<file path="src/sv/lps_pkg.sv">
// ----------------------------------------------------------------------------
// lps_pkg
// Shared types and codes for the line pixel stepper: item layouts, step
// sign codes and the coordinate width.
// ----------------------------------------------------------------------------
`default_nettype none

package lps_pkg;

  localparam int COORD_BITS = 10;
  localparam int COLOR_BITS = 16;

  typedef logic [COORD_BITS-1:0] coord_t;
  typedef logic [COORD_BITS:0]   err_t;
  typedef logic [COORD_BITS:0]   count_t;
  typedef logic [COLOR_BITS-1:0] color_t;
  typedef logic [1:0]            sign_t;

  // command codes
  localparam logic CMD_START = 1'b0;
  localparam logic CMD_STEP  = 1'b1;

  // two-bit two's complement step per axis
  localparam sign_t SIGN_ZERO = 2'b00;
  localparam sign_t SIGN_POS  = 2'b01;
  localparam sign_t SIGN_NEG  = 2'b11;

  typedef struct packed {
    logic   cmd;
    coord_t start_x;
    coord_t start_y;
    coord_t end_x;
    coord_t end_y;
    color_t pen_color;
  } lps_in_t;

  typedef struct packed {
    coord_t pixel_x;
    coord_t pixel_y;
    color_t pixel_color;
    logic   last_pixel;
  } lps_out_t;

  // result of one processed item
  typedef struct packed {
    logic     valid;
    lps_out_t pixel;
  } lps_res_t;

endpackage

`default_nettype wire

</file>
<file path="src/sv/lps_in_reg.sv">
// ----------------------------------------------------------------------------
// lps_in_reg
// Input register stage: holds one accepted item until the stepper takes it.
// ----------------------------------------------------------------------------
`default_nettype none

module lps_in_reg
  import lps_pkg::*;
(
  input  wire logic    clk,
  input  wire logic    rst,
  input  wire logic    step_valid,
  output logic         step_ready,
  input  wire lps_in_t step_data,
  input  wire logic    advance,
  output logic         held_valid,
  output lps_in_t      held_item
);

  assign step_ready = !held_valid || advance;

  always_ff @(posedge clk) begin
    if (rst) begin
      held_valid <= 1'b0;
    end else if (step_ready) begin
      held_valid <= step_valid;
    end
  end

  // payload, no reset
  always_ff @(posedge clk) begin
    if (step_valid && step_ready) begin
      held_item <= step_data;
    end
  end

endmodule

`default_nettype wire

</file>
<file path="src/sv/lps_core.sv">
// ----------------------------------------------------------------------------
// lps_core
// Line state and single-pass stepping logic: loads a line on start, emits
// the current pixel and advances the point on each step.
// ----------------------------------------------------------------------------
`default_nettype none

module lps_core
  import lps_pkg::*;
(
  input  wire logic    clk,
  input  wire logic    rst,
  input  wire logic    fire,
  input  wire lps_in_t item,
  output lps_res_t     result
);

  coord_t cur_x, cur_y;
  err_t   err_x, err_y;
  coord_t abs_dx, abs_dy;
  coord_t major_len;
  sign_t  step_sign_x, step_sign_y;
  count_t pixel_count;
  color_t held_color;
  logic   line_active;

  coord_t cur_x_next, cur_y_next;
  err_t   err_x_next, err_y_next;
  coord_t abs_dx_next, abs_dy_next;
  coord_t major_len_next;
  sign_t  step_sign_x_next, step_sign_y_next;
  count_t pixel_count_next;
  color_t held_color_next;
  logic   line_active_next;

  // start decode
  coord_t new_dx, new_dy, new_major;
  sign_t  new_sx, new_sy;

  // step arithmetic
  err_t   sum_x, sum_y;
  logic   is_last;

  always_comb begin
    if (item.end_x > item.start_x) begin
      new_dx = item.end_x - item.start_x;
      new_sx = SIGN_POS;
    end else if (item.end_x == item.start_x) begin
      new_dx = '0;
      new_sx = SIGN_ZERO;
    end else begin
      new_dx = item.start_x - item.end_x;
      new_sx = SIGN_NEG;
    end
    if (item.end_y > item.start_y) begin
      new_dy = item.end_y - item.start_y;
      new_sy = SIGN_POS;
    end else if (item.end_y == item.start_y) begin
      new_dy = '0;
      new_sy = SIGN_ZERO;
    end else begin
      new_dy = item.start_y - item.end_y;
      new_sy = SIGN_NEG;
    end
    new_major = (new_dx > new_dy) ? new_dx : new_dy;
  end

  assign is_last = (pixel_count == {1'b0, major_len});
  assign sum_x   = err_x + {1'b0, abs_dx};
  assign sum_y   = err_y + {1'b0, abs_dy};

  always_comb begin
    cur_x_next       = cur_x;
    cur_y_next       = cur_y;
    err_x_next       = err_x;
    err_y_next       = err_y;
    abs_dx_next      = abs_dx;
    abs_dy_next      = abs_dy;
    major_len_next   = major_len;
    step_sign_x_next = step_sign_x;
    step_sign_y_next = step_sign_y;
    pixel_count_next = pixel_count;
    held_color_next  = held_color;
    line_active_next = line_active;
    result           = '0;

    if (fire && item.cmd == CMD_START) begin
      // first pixel is the start point; the first advance can never move
      // an axis since each delta is at most the major length
      result.valid             = 1'b1;
      result.pixel.pixel_x     = item.start_x;
      result.pixel.pixel_y     = item.start_y;
      result.pixel.pixel_color = item.pen_color;
      result.pixel.last_pixel  = (new_major == '0);

      cur_x_next       = item.start_x;
      cur_y_next       = item.start_y;
      abs_dx_next      = new_dx;
      abs_dy_next      = new_dy;
      major_len_next   = new_major;
      step_sign_x_next = new_sx;
      step_sign_y_next = new_sy;
      held_color_next  = item.pen_color;
      err_x_next       = {1'b0, new_dx};
      err_y_next       = {1'b0, new_dy};
      pixel_count_next = (new_major == '0) ? count_t'(0) : count_t'(1);
      line_active_next = (new_major != '0);
    end else if (fire && line_active) begin
      result.valid             = 1'b1;
      result.pixel.pixel_x     = cur_x;
      result.pixel.pixel_y     = cur_y;
      result.pixel.pixel_color = held_color;
      result.pixel.last_pixel  = is_last;

      if (is_last) begin
        line_active_next = 1'b0;
      end else begin
        pixel_count_next = pixel_count + count_t'(1);
        if (sum_x > {1'b0, major_len}) begin
          err_x_next = sum_x - {1'b0, major_len};
          cur_x_next = cur_x + {{(COORD_BITS-2){step_sign_x[1]}}, step_sign_x};
        end else begin
          err_x_next = sum_x;
        end
        if (sum_y > {1'b0, major_len}) begin
          err_y_next = sum_y - {1'b0, major_len};
          cur_y_next = cur_y + {{(COORD_BITS-2){step_sign_y[1]}}, step_sign_y};
        end else begin
          err_y_next = sum_y;
        end
      end
    end
  end

  always_ff @(posedge clk) begin
    if (rst) begin
      cur_x       <= '0;
      cur_y       <= '0;
      err_x       <= '0;
      err_y       <= '0;
      abs_dx      <= '0;
      abs_dy      <= '0;
      major_len   <= '0;
      step_sign_x <= SIGN_ZERO;
      step_sign_y <= SIGN_ZERO;
      pixel_count <= '0;
      held_color  <= '0;
      line_active <= 1'b0;
    end else begin
      cur_x       <= cur_x_next;
      cur_y       <= cur_y_next;
      err_x       <= err_x_next;
      err_y       <= err_y_next;
      abs_dx      <= abs_dx_next;
      abs_dy      <= abs_dy_next;
      major_len   <= major_len_next;
      step_sign_x <= step_sign_x_next;
      step_sign_y <= step_sign_y_next;
      pixel_count <= pixel_count_next;
      held_color  <= held_color_next;
      line_active <= line_active_next;
    end
  end

`ifndef SYNTHESIS
  a_count_bound: assert property (@(posedge clk) disable iff (rst)
    line_active |-> pixel_count <= {1'b0, major_len})
    else $error("pixel count ran past the major length");

  a_err_bound: assert property (@(posedge clk) disable iff (rst)
    (err_x <= {major_len, 1'b0}) && (err_y <= {major_len, 1'b0}))
    else $error("error accumulator above twice the major length");

  a_major_covers: assert property (@(posedge clk) disable iff (rst)
    (major_len >= abs_dx) && (major_len >= abs_dy))
    else $error("major length below an axis delta");

  a_sign_zero: assert property (@(posedge clk) disable iff (rst)
    (abs_dx == '0) == (step_sign_x == SIGN_ZERO))
    else $error("x step sign disagrees with x delta");

  a_last_idles: assert property (@(posedge clk) disable iff (rst)
    result.valid && result.pixel.last_pixel |=> !line_active)
    else $error("line still active after its last pixel");
`endif

endmodule

`default_nettype wire

</file>
<file path="src/sv/line_pixel_stepper.sv">
// ----------------------------------------------------------------------------
// line_pixel_stepper
// Line rasterizer: a start item loads a line and yields its first pixel,
// each step item yields the next pixel until the last one is flagged.
// ----------------------------------------------------------------------------
//
//   channel  direction  payload     handshake
//   step     in         lps_in_t    step_valid / step_ready
//   pixel    out        lps_out_t   pixel_valid / pixel_ready
//
// one item per clock sustained while pixel_ready stays high; an accepted item
// waits in the input register, then the stepping logic loads its pixel into
// the pixel register once that register is free
// the stepping logic is a single pass: one add, one compare and one subtract
// per axis, so back to back steps along the same line never wait
// reset clears the line state (idle) and both valid flags
// a stalled pixel register holds its item; step_ready then drops only once
// the input register is also full
// a step item while idle, or after the last pixel, is taken and gives no pixel
//
`default_nettype none

module line_pixel_stepper
  import lps_pkg::*;
(
  input  wire logic     clk,
  input  wire logic     rst,
  input  wire logic     step_valid,
  output logic          step_ready,
  input  wire lps_in_t  step_data,
  output logic          pixel_valid,
  input  wire logic     pixel_ready,
  output lps_out_t      pixel_data
);

  logic     held_valid;
  lps_in_t  held_item;
  logic     advance;
  lps_res_t result;

  // the held item moves on whenever the pixel register can take a result
  assign advance = held_valid && (!pixel_valid || pixel_ready);

  lps_in_reg u_in_reg (
    .clk        (clk),
    .rst        (rst),
    .step_valid (step_valid),
    .step_ready (step_ready),
    .step_data  (step_data),
    .advance    (advance),
    .held_valid (held_valid),
    .held_item  (held_item)
  );

  lps_core u_core (
    .clk    (clk),
    .rst    (rst),
    .fire   (advance),
    .item   (held_item),
    .result (result)
  );

  // pixel register
  always_ff @(posedge clk) begin
    if (rst) begin
      pixel_valid <= 1'b0;
    end else if (result.valid) begin
      pixel_valid <= 1'b1;
    end else if (pixel_ready) begin
      pixel_valid <= 1'b0;
    end
  end

  // payload, no reset
  always_ff @(posedge clk) begin
    if (result.valid) begin
      pixel_data <= result.pixel;
    end
  end

`ifndef SYNTHESIS
  // a result is only produced when the pixel register is free to take it
  a_no_overwrite: assert property (@(posedge clk) disable iff (rst)
    result.valid |-> (!pixel_valid || pixel_ready))
    else $error("pixel register overwritten while stalled");

  // a held item waiting on a free pixel register is processed in the same cycle
  a_drain: assert property (@(posedge clk) disable iff (rst)
    held_valid && !pixel_valid |-> advance)
    else $error("held item not processed with pixel register free");

  // with both stages stalled, nothing new is taken
  a_full_stall: assert property (@(posedge clk) disable iff (rst)
    held_valid && pixel_valid && !pixel_ready |-> !step_ready)
    else $error("item taken while both stages are full");
`endif

endmodule

`default_nettype wire

</file>
<file path="config.mk">
export PLATFORM = sky130hd
export DESIGN_NAME = line_pixel_stepper
export DESIGN_NICKNAME = d
export VERILOG_FILES = /design/src/sv/lps_pkg.sv /design/src/sv/lps_in_reg.sv /design/src/sv/lps_core.sv /design/src/sv/line_pixel_stepper.sv
export SDC_FILE = /design/constraint.sdc
export NUM_CORES = 1
export LEC_CHECK = 0
export BUFFER_PORTS_ARGS = -buffer_cell sky130_fd_sc_hd__buf_2
export CAP_MARGIN = 20
export CORE_MARGIN = 2
export CORE_UTILIZATION = 55
export CTS_CLUSTER_DIAMETER = 50
export DETAILED_ROUTE_END_ITERATION = 7
export HOLD_SLACK_MARGIN = 0.03
export PLACE_DENSITY = 0.83
export SYNTH_ARGS = -nofsm -noshare
export SYNTH_HDL_FRONTEND = slang
export SYNTH_SLANG_ARGS = --single-unit
</file>
<file path="constraint.sdc">
create_clock -name clk -period 5.7 [get_ports clk]
set_clock_uncertainty 0.1 [all_clocks]
set_input_delay 0.855 -clock clk [delete_from_list [all_inputs] [get_ports clk]]
set_output_delay 0.855 -clock clk [all_outputs]
set_load 0.05 [all_outputs]
</file>
# --- Word-level counts from Yosys, hierarchy flattened ---
# Cells that the tools add are included.
totals:
  input_bits: 61
  word_cells: 105
  regBits: 200
op_classes:
  eq_ne: 4
  bitwise_logic: 2
  muxes: 36
  reduce_logical: 21
  add_sub_neg: 11
  magnitude_cmp: 5
op_table:
  columns: ["cell", "n"]
  rows:
  - ["$mux W10", 19]
  - ["$mux W38", 2]
  - ["$mux W11", 5]
  - ["$sub A10 B10 Y10", 4]
  - ["$gt A10 B10 Y1", 3]
  - ["$add A11 B10 Y11", 2]
  - ["$gt A11 B10 Y1", 2]
  - ["$sub A11 B10 Y11", 2]
  - ["$add A10 B10 Y10", 2]
  - ["$eq A10 B10 Y1", 2]
  - ["$add A11 B1 Y11 const B", 1]
  - ["$eq A11 B10 Y1", 1]
  - ["$logic_not A10 Y1", 1]
  - ["$reduce_bool A10 Y1", 1]
  - ["$reduce_bool A2 Y1", 5]
  - ["$mux W2", 4]
  - ["$mux W1", 6]
  - ["$reduce_and A2 Y1", 3]
  - ["$reduce_and A3 Y1", 2]
  - ["$logic_and A1 B1 Y1", 4]
  - ["$logic_not A1 Y1", 2]
  - ["$logic_or A1 B1 Y1", 2]
  - ["$ne A2 B2 Y1 const B", 1]
  - ["$not A1 Y1", 2]
  - ["$reduce_or A2 Y1", 1]

# --- Logic depth before layout (Yosys ltp) ---
logic_depth:
  depth_word: 8
  ltp_mapped: 21
  ltp_nobuf: 21

# --- By module ---
# A second synthesis with hierarchy kept.
hier_totals:
  hier_cells: 1338
  hier_area_um2: 12371.9
modules_own_cells:
  columns: ["module", "area_per_inst_um2", "cells_each", "n_inst", "seq_area_each_um2"]
  rows:
  - ["lps_core", 9439.1, 1234, 1, 2082.0]
  - ["lps_in_reg", 1766.7, 62, 1, 1731.7]
  - ["line_pixel_stepper", 1166.1, 42, 1, 1131.1]

# --- Least setup slack after synthesis ---
# Ideal clock, no wire load.
synth_timing:
  path_kind: "register -> register"
  startpoint: "register, netlist name u_in_reg.held_item[36]"
  endpoint: "register pixel_data[0] (netlist name) (data pin)"
  arrival_time_ns: 4.264
  n_path_buf: 0
  path_stages_with_launch: 19
  required_ns: 5.341
  period_less_slack_ns: 4.622
  path_slack_ns: 1.078
  cell_sequence: "edfxtp_1 ha_1 fa_1 nand3b_1 a21oi_1 o21bai_1 nand2_1 mux2i_1 mux2_2 ha_1 nand3_1 nor3_1 a2111oi_0 a211oi_2 inv_1 and3_1 a32oi_1 a211oi_2 o21bai_1"
synth_lines:
  columns: ["item", "line_no", "text"]
  rows:
  - ["end signal: assignment", "line_pixel_stepper.sv:77", "pixel_data <= result.pixel;"]
  - ["end: declaration", "line_pixel_stepper.sv:33", "output lps_out_t pixel_data"]

==> flow_metrics.env <==
export IMPL_clkTransAtPathRegs_ps=70
export IMPL_grt_pass1_vias=10100
export IMPL_core_mm2=0.0218
export IMPL_die_area_mm2=0.0235
export IMPL_worstMarginPinSlew_ps=852
export IMPL_routed_via_count=10400
export IMPL_route_detailed_drc=0
export IMPL_outcome="completed"
export IMPL_setup_worst_path_end_class="flop"
export IMPL_whs_endpoint="u_core.held_color[4]"
export IMPL_drive_above_1_share_pct=12.4
export IMPL_slew_headroom_pct=43.0
export IMPL_path_delay_family="compound AO/OA/AOI/OAI gates"
export IMPL_cts_inserted_buffers=17
export IMPL_cts_tree="built"
export IMPL_clock_root_buffer="clkbuf_16"
export IMPL_yosysWarnings=0
export IMPL_grt_pass1_wl_um=49000
export IMPL_min_period_ps=5280
export IMPL_synth_seq_cells=200
export IMPL_wl_um=30100
export IMPL_rr_worst_depth=18
export IMPL_leakage_nw=5.70
export IMPL_required_ps=5890
export IMPL_syn2layout_area_growth_pct=11.0
export IMPL_ys_types=78
export IMPL_dp_hpwl_um=21700
export IMPL_wl_met2_um=14300
export IMPL_row_count=54
export IMPL_hold_viol=0
export IMPL_fin_crit_sh_pct=92.6
export IMPL_io_pins=100
export IMPL_start_util_pct=56.2
export IMPL_path_buf_inv=2
export IMPL_wirelength_met1_um=13300
export IMPL_yosysMostFrequentCell="nand2_1"
export IMPL_wire_per_inst_um=17.4
export IMPL_crit_fanout=15
export IMPL_ff2ff_setup_slack_ps=420
export IMPL_clk_path_buf_depth=2
export IMPL_antenna_found_initial=0
export IMPL_synthTopCellsByCount="nand2_1, a21oi_1, ha_1"
export IMPL_maxCapViolations=0
export IMPL_viasPerCell=6.00
export IMPL_arrival_ps=5470
export IMPL_rsz0062_at_grt="false"
export IMPL_grt_max_degree=52
export IMPL_globalplace_congestion=0.951
export IMPL_setup_viol_count_final=0
export IMPL_whs_path_depth=2
export IMPL_slew_violations=0
export IMPL_die_h_um=153
export IMPL_syn_nets=1537
export IMPL_worst_hold_startpoint="u_core.held_color[4]"
export IMPL_path_class="flop to flop"
export IMPL_drt_antenna_violating_nets=0
export IMPL_p_per_area_mw_per_mm2=295
export IMPL_htreeDepth=4
export IMPL_grt_overflow_total=0
export IMPL_path_cells="ha_1 > fa_1 > nand3b_1 > a21oi_1 > o21bai_1 > nand2_1 > mux2i_1 > mux2i_1 > inv_1 > ha_1 > a21o_1 > a2111oi_0 > a211oi_2 > inv_2 > and3_1 > a32oi_1 > a211oi_2 > o21bai_1"
export IMPL_syn_area_mm2=0.0123
export IMPL_setup_tns_final_ps=0
export IMPL_slowest_stage="a2111oi_0"
export IMPL_fmax_mhz=189
export IMPL_fin_nets=1614
export IMPL_reg2reg_from="u_in_reg.held_item[36]"
export IMPL_cpPeakStageDelay_ps=550
export IMPL_hold_ws_ps=360
export IMPL_diodes=0
export IMPL_hold_buffers=0
export IMPL_yosysTopAreaCell="edfxtp_1"
export IMPL_syn_area_per_cell_um2=9.02
export IMPL_yosysSeqAreaShare_pct=40.3
export IMPL_highest_layer="met4"
export IMPL_post_cts_repair_setup_buffers=0
export IMPL_worstSetupStartpointType="flop"
export IMPL_synthTopCellsByArea="edfxtp_1, dfxtp_1, ha_1, nand2_1, a21oi_1"
export IMPL_cts_sinks=200
export IMPL_drtPass1Iterations=5
export IMPL_clock_latency_ps=450
export IMPL_dieWidth_um=153
export IMPL_syn_inst=1359
export IMPL_synth_top_area_share_pct=23.0
export IMPL_async_reset_ff_share_pct=0
export IMPL_reg2reg_to="pixel_data[0]"
export IMPL_grtUsageTotal_pct=25.7
export IMPL_synth_edff_count=94
export IMPL_irDropWorstVdd_v=0.000178
export IMPL_hold_class="flop to flop"
export IMPL_cp_depth=18
export IMPL_synthFlopType="dfxtp_1"
export IMPL_wl_met3_um=1590
export IMPL_io_buffers=99
export IMPL_drtIter0Drc=862
==> worst register-to-register path: cells and delay by family (launching register included) <==
family                   cells  cell delay, ps
buffers and inverters        2             360
AND/OR/NAND/NOR              3             700
AO/OA/AOI/OAI                8            1960
flip-flops                   1             420
multiplexers                 2             730
adder cells (fa/ha/maj)      3             850
==> sequential cells by signal, summed over array words and instances, names as in the netlist <==
register,cells
u_core.pixel_count,11
u_core.major_len,10
u_in_reg.held_valid,1
u_core.abs_dx,10
pixel_data,37
u_core.err_x,11
u_core.abs_dy,10
pixel_valid,1
u_in_reg.held_item,57
u_core.err_y,11
u_core.cur_y,10
u_core.held_color,16
u_core.cur_x,10
u_core.step_sign_x,2
u_core.step_sign_y,2
u_core.line_active,1
==> what timing repair did <==
item                       CTS  global route
setup endpoints to repair    0             1
hold endpoints to repair     0             0
gates resized for setup      0             2
==> logic make-up after synthesis <==
logic type | share of synthesized area (%)
muxes | 2.58
DFF | 40.3
adders and majority gates | 12.6
buffers and inverters | 4.75
AOI/OAI and AO/OA | 19.4
xor gates and xnor gates | 4.22
and+or+nand+nor | 16.2
==> metrics by stage <==
stage,instances,worst slack (ps),cell area [µm²],power (W),util [%]
floorplan,1359,1080,12300,0.00252,-
global placement,1697,580,13000,0.00276,59.6
detailed placement,1697,389,13000,0.00279,59.6
CTS,1729,355,13600,0.00400,62.3
global route,1729,125,13600,0.00420,62.3
finish,1729,422,13600,0.00401,62.3
==> power breakdown <==
part | internal [W] | switching, W
clock network | 0.000643 | 0.000577
registers | 0.00158 | 0.0000463
logic | 0.000458 | 0.000706
total | 0.00268 | 0.00133
==> cell type report <==
type                    count  area, µm²
inverters                  94        353
clock inverters            13        136
well taps                 280        350
fillers                  1812       8220
multi-input cells        1009       6760
flip-flops and latches    200       4940
clock buffers              19        454
repair buffers            114        608
==> worst max path at each step <==
stage | end | slack, ps | start
final | pixel_data[0] | 420 | u_in_reg.held_item[36]
after global routing | pixel_data[0] | 130 | u_in_reg.held_item[36]
after CTS | pixel_data[0] | 350 | u_in_reg.held_item[36]
after detailed placement | pixel_data[0] | 390 | u_in_reg.held_item[36]
after global placement | pixel_data[0] | 580 | u_in_reg.held_item[36]
after floorplan | pixel_data[0] | 1080 | u_in_reg.held_item[36]
==> routing by layer <==
metal	up-vias	GRT usage, %
met2	350	42.5
met5	-	0
met4	0	10.8
li1	5039	-
met1	4904	33.5
met3	76	3.97
==> cells in the final DEF, fill, tap and decap left out, drive strengths merged, types with 29 or more instances in the layout <==
cell type / synthesis / layout
nor3: 37 / 37
o21ai: 65 / 65
xor2: 30 / 30
a21oi: 124 / 124
nand2: 180 / 180
buf: 9 / 114
a211oi: 54 / 54
nor2: 103 / 103
ha: 107 / 107
edfxtp: 94 / 94
dfxtp: 106 / 106
inv: 94 / 98
xnor2: 29 / 29
Note: power is estimated with default switching activity, not from simulation.
